===== config.mk =====
export PLATFORM = sky130hd
export DESIGN_NAME = dcc_packet_bit_serializer_core
export DESIGN_NICKNAME = d
export VERILOG_FILES = /design/src/hdl/dcc_ser_pkg.sv /design/src/hdl/dcc_packet_bit_serializer_core.sv
export SDC_FILE = /design/constraint.sdc
export NUM_CORES = 1
export LEC_CHECK = 0
export BUFFER_PORTS_ARGS = -buffer_cell sky130_fd_sc_hd__buf_4
export CAP_MARGIN = 10
export CORE_MARGIN = 2
export CORE_UTILIZATION = 62
export CTS_BUF_LIST = sky130_fd_sc_hd__clkbuf_16
export DETAILED_ROUTE_END_ITERATION = 8
export GPL_TIMING_DRIVEN = 1
export PLACE_DENSITY = 0.91
export SYNTH_ARGS = -nofsm -noshare
export SYNTH_HDL_FRONTEND = slang
export SYNTH_SLANG_ARGS = --single-unit

===== constraint.sdc =====
create_clock -name i_clk -period 8.4 [get_ports i_clk]
set_input_delay 1.26 -clock i_clk [delete_from_list [all_inputs] [get_ports i_clk]]
set_output_delay 1.26 -clock i_clk [all_outputs]
set_load 0.05 [all_outputs]

===== src/hdl/dcc_ser_pkg.sv =====
// Shared types and constants for the DCC packet bit serialiser.
// Holds the queued-packet record, the phase codes and the checksum helpers.
// No dependencies.
package dcc_ser_pkg;

    typedef struct packed {
        logic [7:0]      addr_high;
        logic [7:0]      addr_low;
        logic [3:0][7:0] data;
        logic [2:0]      byte_count;
        logic [7:0]      repeat_count;
    } t_packet;

    typedef logic [3:0] t_phase;

    localparam t_phase PH_PRE        = 4'd0;
    localparam t_phase PH_ADDR_START = 4'd1;
    localparam t_phase PH_ADDR       = 4'd2;
    localparam t_phase PH_LOW_START  = 4'd3;
    localparam t_phase PH_LOW        = 4'd4;
    localparam t_phase PH_DATA_START = 4'd5;
    localparam t_phase PH_DATA       = 4'd6;
    localparam t_phase PH_CRC_START  = 4'd7;
    localparam t_phase PH_CRC        = 4'd8;
    localparam t_phase PH_END        = 4'd9;

    localparam logic [4:0] PREAMBLE_RESET = 5'd14;
    localparam logic [7:0] IDLE_CHECKSUM  = 8'hFF;

    localparam t_packet IDLE_PACKET = '{
        addr_high:    8'hFF,
        addr_low:     8'h00,
        data:         '0,
        byte_count:   3'd1,
        repeat_count: 8'hFF
    };

    // Long (two-byte) address: high byte above 127 but not the broadcast 0xFF
    function automatic logic is_long(input logic [7:0] addr_high);
        is_long = addr_high[7] && (addr_high != 8'hFF);
    endfunction

    function automatic logic [7:0] checksum_of(input t_packet p);
        logic [7:0] c;
        c = p.addr_high;
        if (is_long(p.addr_high)) begin
            c = c ^ p.addr_low;
        end
        for (int i = 0; i < 4; i++) begin
            if (3'(i) < p.byte_count) begin
                c = c ^ p.data[i];
            end
        end
        checksum_of = c;
    endfunction

endpackage


===== src/hdl/dcc_packet_bit_serializer_core.sv =====
// Top level of the DCC packet bit serialiser: packet queue, bit sequencer
// and result register. Depends on dcc_ser_pkg.
//
// Usage: each request on the input channel (i_valid / o_stall) is either an
// enqueue (i_action = 0) carrying a packet, or a tick (i_action = 1) asking
// for the next track bit. Every request yields exactly one result on the
// output channel (o_valid / i_stall): an enqueue returns o_enqueue_ok (0 if
// the queue is full), a tick returns o_line_bit and o_packet_done.
// A request is worked in the cycle it is taken and its result is registered,
// so it is visible in the next cycle; one request is accepted every cycle,
// limited only by the result register, which the receiver drains.
// When the receiver stalls, the result holds and o_stall rises only while
// that result is still waiting, so a further request is taken in the cycle
// the pending result leaves.
// Reset (synchronous, i_rst_n low) empties the queue, starts a preamble of
// the idle packet and restores 14 preamble bits. i_cfg_we writes the
// preamble length; write it only while no request is outstanding.
// The next queued packet is prefetched from the queue store into a head
// register; a write to that slot is forwarded.
module dcc_packet_bit_serializer_core
    import dcc_ser_pkg::*;
#(
    parameter int QUEUE_DEPTH    = 8,
    parameter int MAX_DATA_BYTES = 4
) (
    input  logic        i_clk,
    input  logic        i_rst_n,
    input  logic        i_valid,
    output logic        o_stall,
    input  logic        i_action,
    input  logic [7:0]  i_address_high,
    input  logic [7:0]  i_address_low,
    input  logic [7:0]  i_data_0,
    input  logic [7:0]  i_data_1,
    input  logic [7:0]  i_data_2,
    input  logic [7:0]  i_data_3,
    input  logic [2:0]  i_byte_count,
    input  logic signed [7:0] i_repeat_count,
    output logic        o_valid,
    input  logic        i_stall,
    output logic        o_line_bit,
    output logic        o_packet_done,
    output logic        o_enqueue_ok,
    input  logic        i_cfg_we,
    input  logic [4:0]  i_cfg_data
);

    localparam int PTR_W  = (QUEUE_DEPTH > 1) ? $clog2(QUEUE_DEPTH) : 1;
    localparam int FILL_W = $clog2(QUEUE_DEPTH + 1);
    localparam logic [PTR_W-1:0]  LAST_IDX  = PTR_W'(QUEUE_DEPTH - 1);
    localparam logic [FILL_W-1:0] FULL_FILL = FILL_W'(QUEUE_DEPTH);
    localparam logic [2:0]        MAX_BYTES = 3'(MAX_DATA_BYTES);

    // Queue store and its prefetched head entry
    t_packet r_queue [QUEUE_DEPTH];
    t_packet r_head_data;

    logic [PTR_W-1:0]  r_head, n_head;
    logic [PTR_W-1:0]  r_tail, n_tail;
    logic [FILL_W-1:0] r_fill, n_fill;

    // Packet being sent
    t_packet    r_cur, n_cur;
    logic [7:0] r_cur_csum, n_cur_csum;
    logic       r_cur_idle, n_cur_idle;

    // Bit sequencer
    t_phase     r_phase, n_phase;
    logic [4:0] r_bit_cnt, n_bit_cnt;
    logic [1:0] r_byte_idx, n_byte_idx;

    logic [4:0] r_preamble;

    // Result register
    logic r_out_valid;
    logic r_line_bit, n_line_bit;
    logic r_packet_done, n_packet_done;
    logic r_enqueue_ok, n_enqueue_ok;

    logic       accept;
    logic       wr_en;
    t_packet    wr_data;
    t_packet    enq_pkt;
    t_packet    done_pkt;
    logic       keep;
    logic [2:0] enq_count;
    logic [7:0] cur_byte;
    logic [4:0] bit_inc;

    function automatic logic [PTR_W-1:0] ptr_next(input logic [PTR_W-1:0] p);
        ptr_next = (p == LAST_IDX) ? '0 : p + 1'b1;
    endfunction

    // Take a request whenever the result register is empty or being drained
    assign o_stall = r_out_valid && i_stall;
    assign accept  = i_valid && !o_stall;

    // Clamp the data byte count to one .. MAX_DATA_BYTES
    always_comb begin
        if (i_byte_count == 3'd0) begin
            enq_count = 3'd1;
        end else if (i_byte_count > MAX_BYTES) begin
            enq_count = MAX_BYTES;
        end else begin
            enq_count = i_byte_count;
        end
        enq_pkt.addr_high    = i_address_high;
        enq_pkt.addr_low     = i_address_low;
        enq_pkt.data         = {i_data_3, i_data_2, i_data_1, i_data_0};
        enq_pkt.byte_count   = enq_count;
        enq_pkt.repeat_count = i_repeat_count;
    end

    // Finished packet with a positive repeat count stepped down
    always_comb begin
        done_pkt = r_cur;
        if (!r_cur_idle && ($signed(r_cur.repeat_count) > 8'sd0)) begin
            done_pkt.repeat_count = r_cur.repeat_count - 8'd1;
        end
        keep = !r_cur_idle && (done_pkt.repeat_count != 8'd0);
    end

    always_comb begin
        case (r_phase)
            PH_ADDR: cur_byte = r_cur.addr_high;
            PH_LOW:  cur_byte = r_cur.addr_low;
            PH_DATA: cur_byte = r_cur.data[r_byte_idx];
            PH_CRC:  cur_byte = r_cur_csum;
            default: cur_byte = 8'h00;
        endcase
    end

    assign bit_inc = r_bit_cnt + 5'd1;

    always_comb begin
        n_head        = r_head;
        n_tail        = r_tail;
        n_fill        = r_fill;
        n_cur         = r_cur;
        n_cur_csum    = r_cur_csum;
        n_cur_idle    = r_cur_idle;
        n_phase       = r_phase;
        n_bit_cnt     = r_bit_cnt;
        n_byte_idx    = r_byte_idx;
        n_line_bit    = 1'b0;
        n_packet_done = 1'b0;
        n_enqueue_ok  = 1'b0;
        wr_en         = 1'b0;
        wr_data       = enq_pkt;

        if (accept && !i_action) begin
            // Enqueue: refuse when full
            if (r_fill < FULL_FILL) begin
                wr_en        = 1'b1;
                n_tail       = ptr_next(r_tail);
                n_fill       = r_fill + 1'b1;
                n_enqueue_ok = 1'b1;
            end
        end else if (accept) begin
            case (r_phase)
                PH_ADDR_START, PH_LOW_START, PH_DATA_START, PH_CRC_START: begin
                    n_line_bit = 1'b0;
                    n_phase    = r_phase + 4'd1;
                    n_bit_cnt  = '0;
                end
                PH_ADDR, PH_LOW, PH_DATA, PH_CRC: begin
                    n_line_bit = cur_byte[3'd7 - r_bit_cnt[2:0]];
                    n_bit_cnt  = bit_inc;
                    if (bit_inc >= 5'd8) begin
                        n_bit_cnt = '0;
                        case (r_phase)
                            PH_ADDR: begin
                                n_phase    = is_long(r_cur.addr_high) ? PH_LOW_START
                                                                      : PH_DATA_START;
                                n_byte_idx = '0;
                            end
                            PH_LOW: begin
                                n_phase    = PH_DATA_START;
                                n_byte_idx = '0;
                            end
                            PH_DATA: begin
                                if (({1'b0, r_byte_idx} + 3'd1) >= r_cur.byte_count) begin
                                    n_phase    = PH_CRC_START;
                                    n_byte_idx = '0;
                                end else begin
                                    n_phase    = PH_DATA_START;
                                    n_byte_idx = r_byte_idx + 2'd1;
                                end
                            end
                            default: begin
                                n_phase = PH_END;
                            end
                        endcase
                    end
                end
                PH_END: begin
                    n_line_bit    = 1'b1;
                    n_packet_done = 1'b1;
                    n_phase       = PH_PRE;
                    n_bit_cnt     = '0;
                    n_byte_idx    = '0;
                    wr_data       = done_pkt;
                    // Pop the head first, then requeue the finished packet
                    if (r_fill != '0) begin
                        n_cur  = r_head_data;
                        n_head = ptr_next(r_head);
                        if (keep) begin
                            wr_en  = 1'b1;
                            n_tail = ptr_next(r_tail);
                        end else begin
                            n_fill = r_fill - 1'b1;
                        end
                    end else if (keep) begin
                        // Empty queue: the same packet goes straight out again
                        wr_en  = 1'b1;
                        n_cur  = done_pkt;
                        n_tail = ptr_next(r_tail);
                        n_head = ptr_next(r_head);
                    end else begin
                        n_cur = IDLE_PACKET;
                    end
                    n_cur_idle = (r_fill == '0) && !keep;
                    n_cur_csum = checksum_of(n_cur);
                end
                default: begin
                    // Preamble; at least one bit even for a tiny setting
                    n_line_bit = 1'b1;
                    if (bit_inc >= r_preamble) begin
                        n_phase   = PH_ADDR_START;
                        n_bit_cnt = '0;
                    end else begin
                        n_phase   = PH_PRE;
                        n_bit_cnt = bit_inc;
                    end
                end
            endcase
        end
    end

    // Queue store: one write, one registered read at the next head
    always_ff @(posedge i_clk) begin
        if (wr_en) begin
            r_queue[r_tail] <= wr_data;
        end
        if (wr_en && (r_tail == n_head)) begin
            r_head_data <= wr_data;
        end else begin
            r_head_data <= r_queue[n_head];
        end
    end

    always_ff @(posedge i_clk) begin
        if (!i_rst_n) begin
            r_head     <= '0;
            r_tail     <= '0;
            r_fill     <= '0;
            r_cur      <= IDLE_PACKET;
            r_cur_csum <= IDLE_CHECKSUM;
            r_cur_idle <= 1'b1;
            r_phase    <= PH_PRE;
            r_bit_cnt  <= '0;
            r_byte_idx <= '0;
        end else begin
            r_head     <= n_head;
            r_tail     <= n_tail;
            r_fill     <= n_fill;
            r_cur      <= n_cur;
            r_cur_csum <= n_cur_csum;
            r_cur_idle <= n_cur_idle;
            r_phase    <= n_phase;
            r_bit_cnt  <= n_bit_cnt;
            r_byte_idx <= n_byte_idx;
        end
    end

    always_ff @(posedge i_clk) begin
        if (!i_rst_n) begin
            r_preamble <= PREAMBLE_RESET;
        end else if (i_cfg_we) begin
            r_preamble <= i_cfg_data;
        end
    end

    // Result register: load on a request, drop once the receiver takes it
    always_ff @(posedge i_clk) begin
        if (!i_rst_n) begin
            r_out_valid <= 1'b0;
        end else if (accept) begin
            r_out_valid <= 1'b1;
        end else if (!i_stall) begin
            r_out_valid <= 1'b0;
        end
    end

    always_ff @(posedge i_clk) begin
        if (accept) begin
            r_line_bit    <= n_line_bit;
            r_packet_done <= n_packet_done;
            r_enqueue_ok  <= n_enqueue_ok;
        end
    end

    assign o_valid       = r_out_valid;
    assign o_line_bit    = r_line_bit;
    assign o_packet_done = r_packet_done;
    assign o_enqueue_ok  = r_enqueue_ok;

endmodule

==> results.cfg <==
[synth]
async_reset_ff_share_pct = 0
synthCells = 1699
synth_edf_count = 475
synth_area_leader_cell = edfxtp_1
synth_ff_type = edfxtp_1
synth_seq_cells = 573
synth_area_leaders = edfxtp_1 57%, mux4_2 12%, dfxtp_1 7.9%
postSynthNetCount = 1792
synth_cell_type_count = 80
ys_seq_area_share_pct = 65.4
avgSynthCellArea_sq_um = 14.6
yosys_warnings = 0
synth_top_area_share_pct = 57.5
synth_area_sq_mm = 0.0248

[clock_tree]
cts_resized = 0
holdBufCountCts = 0
clk_latency_ns = 0.62
htreeDepth = 2
cts_sinks = 573
post_cts_buffers = 0
cts_tree = done
cts_root_buffer = clkbuf_16
path_clk_slew_ns = 0.06
numCtsBuffers = 55
clockBufferDepth = 3

[finish]
fill_cells = 2466
layout_commonest_cell = edfxtp_1
final_cell_mix = 475 x edfxtp_1, 243 x nand2_1, 127 x mux4_2, 109 x nor2_1, 99 x buf_4
layoutNonFillerInstCount = 2321
diodes = 0
fin_area_sq_mm = 0.0275
area_growth_syn_to_layout_pct = 10.9
nNetsFinal = 1846
drive_gt1_share_pct = 19.2

[grt]
overflow = 0
grt_use_total_pct = 28.9
grt_max_degree = 84
grt_first_pass_wirelength_mm = 90.0
first_global_vias = 15400
antenna_found_initial = 0

[power_and_ir_drop]
power.share.combinational_pct = 8.1
p_sw_share_pct = 23.2
internal_power_uw = 4570
clockPowerShare_pct = 39.4
p_leak_uw = 0.00910
power.net_switching_uw = 1380
peakVddDrop_mv = 0.197
power_density_mw_per_mm2 = 216
pwr-share-seq_pct = 52.5

[setup_path]
startpoint_type = flip-flop
critPathCaptureType = flip-flop
cp_max_fo = 30
required_ns = 8.65
arrival_ns = 5.49
criticalPathCategory = reg2reg
cp-startpoint = r_cur_idle$_SDFFE_PN1P_
r2r_start = r_cur_idle$_SDFFE_PN1P_

[sta]
finalSetupTns_ns = 0
maxSlewHeadroom_pct = 19.0
fmax_ghz = 0.191
period_share_pct = 62.4
setup-violations-final = 0
layout_min_cycle_time_ns = 5.24
worstMarginPinSlew_ns = 1.21
fin_worst_skew_ns = 0.0175
slew_violations = 0
finalHoldViolations = 0
hold_slack_ns = 0.487
rsz0062_at_grt = no

[route]
drt_iter0_drc = 1978
detail_route.first_pass.iterations = 6
wl_per_cell_microns = 25.5
detail_route.vias_per_cell = 6.67
vias = 15500
wl_mm = 59.1
drc = 0
ant_nets = 0

[floorplanning]
die_area_sq_mm = 0.0416
io_pins = 75
coreArea_sq_mm = 0.0396
chipWidth_microns = 204
die-height_microns = 204
start_util_pct = 62.6
row_count = 73

[place]
portBuffers = 74
gp_congestion = 0.949
dp_hpwl_mm = 35.9
placed_cells = 2221
placed_cell_area_sq_mm = 0.0258

[status]
status = finished clean

[min_path]
min-delay-start = r_preamble[1]$_SDFFE_PN1P_
hold_path.class = reg2reg

[flow_run]
cap_violations = 0
-- registers in the layout, summed over array words and instances (netlist names), 2 cells and up, named ones only --
name,flops
done_pkt,51
r_bit_cnt,5
r_byte_idx,2
r_cur,8
r_cur_csum,8
r_fill,4
r_head,3
r_phase,4
r_preamble,5
r_queue,472
r_tail,3
-- power groups by stage --
stage	Sequential, uW	Clock [uW]	Combinational, uW
final	3120	2340	483
after detailed placement	3180	0	468
after global routing	3120	2470	517
after floorplan	3180	0	320
after CTS	3120	2350	473
after global placement	3180	0	455
-- synth_stat cells (all sizes together) (5+ instances only) --
master	instances
edfxtp	475
nand2	244
mux4	127
nor2	117
dfxtp	98
a21oi	88
mux2i	57
clkbuf	54
buf	48
o21ai	45
nor3	31
o22ai	24
xnor2	23
ha	22
nand3	22
a211oi	21
inv	21
a31oi	18
xor2	14
a22oi	12
o211ai	12
nand2b	10
a21o	9
nor2b	9
a22o	8
and2	7
mux2	7
nand4	7
or3	7
or4	5
-- worst paths after layout --
path         depth (start not counted)                    endpoint  slack [ns]
min reg2reg                          2  r_preamble[1]$_SDFFE_PN1P_        0.49
max reg2reg                          9     r_queue[5][5]$_DFFE_PP_        3.16
min                                  2  r_preamble[1]$_SDFFE_PN1P_        0.49
max                                  9     r_queue[5][5]$_DFFE_PP_        3.16
-- cell families after synthesis --
kind of cell               share of synthesized area (%)
buffers and inverters                               2.24
adders and majority gates                           1.19
and+or+nand+nor                                     8.51
AOI/OAI and AO/OA                                   7.21
xor gates and xnor gates                            1.31
muxes                                               14.1
DFF                                                 65.4
-- final cells by class --
type                       count  area [sq um]  share of cell area [%]
clock inverter                44           288                    1.05
sequential                   573         16200                    59.0
inverter                      22          82.6                   0.300
tap                          525           657                    2.39
clock buffer                  56          1400                    5.09
timing repair buffer          99           743                    2.70
multi-input combinational   1002          8110                    29.5
-- through the flow --
| stage | power, uW | setup slack [ns] | util (%) |
|---|---|---|---|
| floorplan | 3500 | 1.48 | - |
| global route | 6110 | 2.93 | 69.4 |
| detailed placement | 3650 | 3.33 | 65.2 |
| global placement | 3630 | 3.57 | 65.2 |
| finish | 5950 | 3.16 | 69.4 |
| CTS | 5950 | 3.25 | 69.4 |
-- metal layers --
layer / wire (microns) / global-route usage, % / share of wire, % / vias up
li1: - / - / - / 6649
met1: 22500 / 39.6 / 38 / 7730
met2: 29100 / 47.1 / 49 / 954
met3: 5400 / 4.94 / 9.1 / 155
met5: 0 / 0 / 0 / -
met4: 2080 / 11.0 / 3.5 / 0
-- critical path, cell delays in order (launching register included) --
cell	delay, ns
dfxtp_1	0.46
nor4_2	0.52
a21o_1	0.18
a21oi_1	0.12
o211ai_4	0.73
nand2_1	0.41
o22ai_1	0.43
nand2_1	0.32
nor2_4	1.01
buf_4	0.62
(Power assumes the default switching activity.)
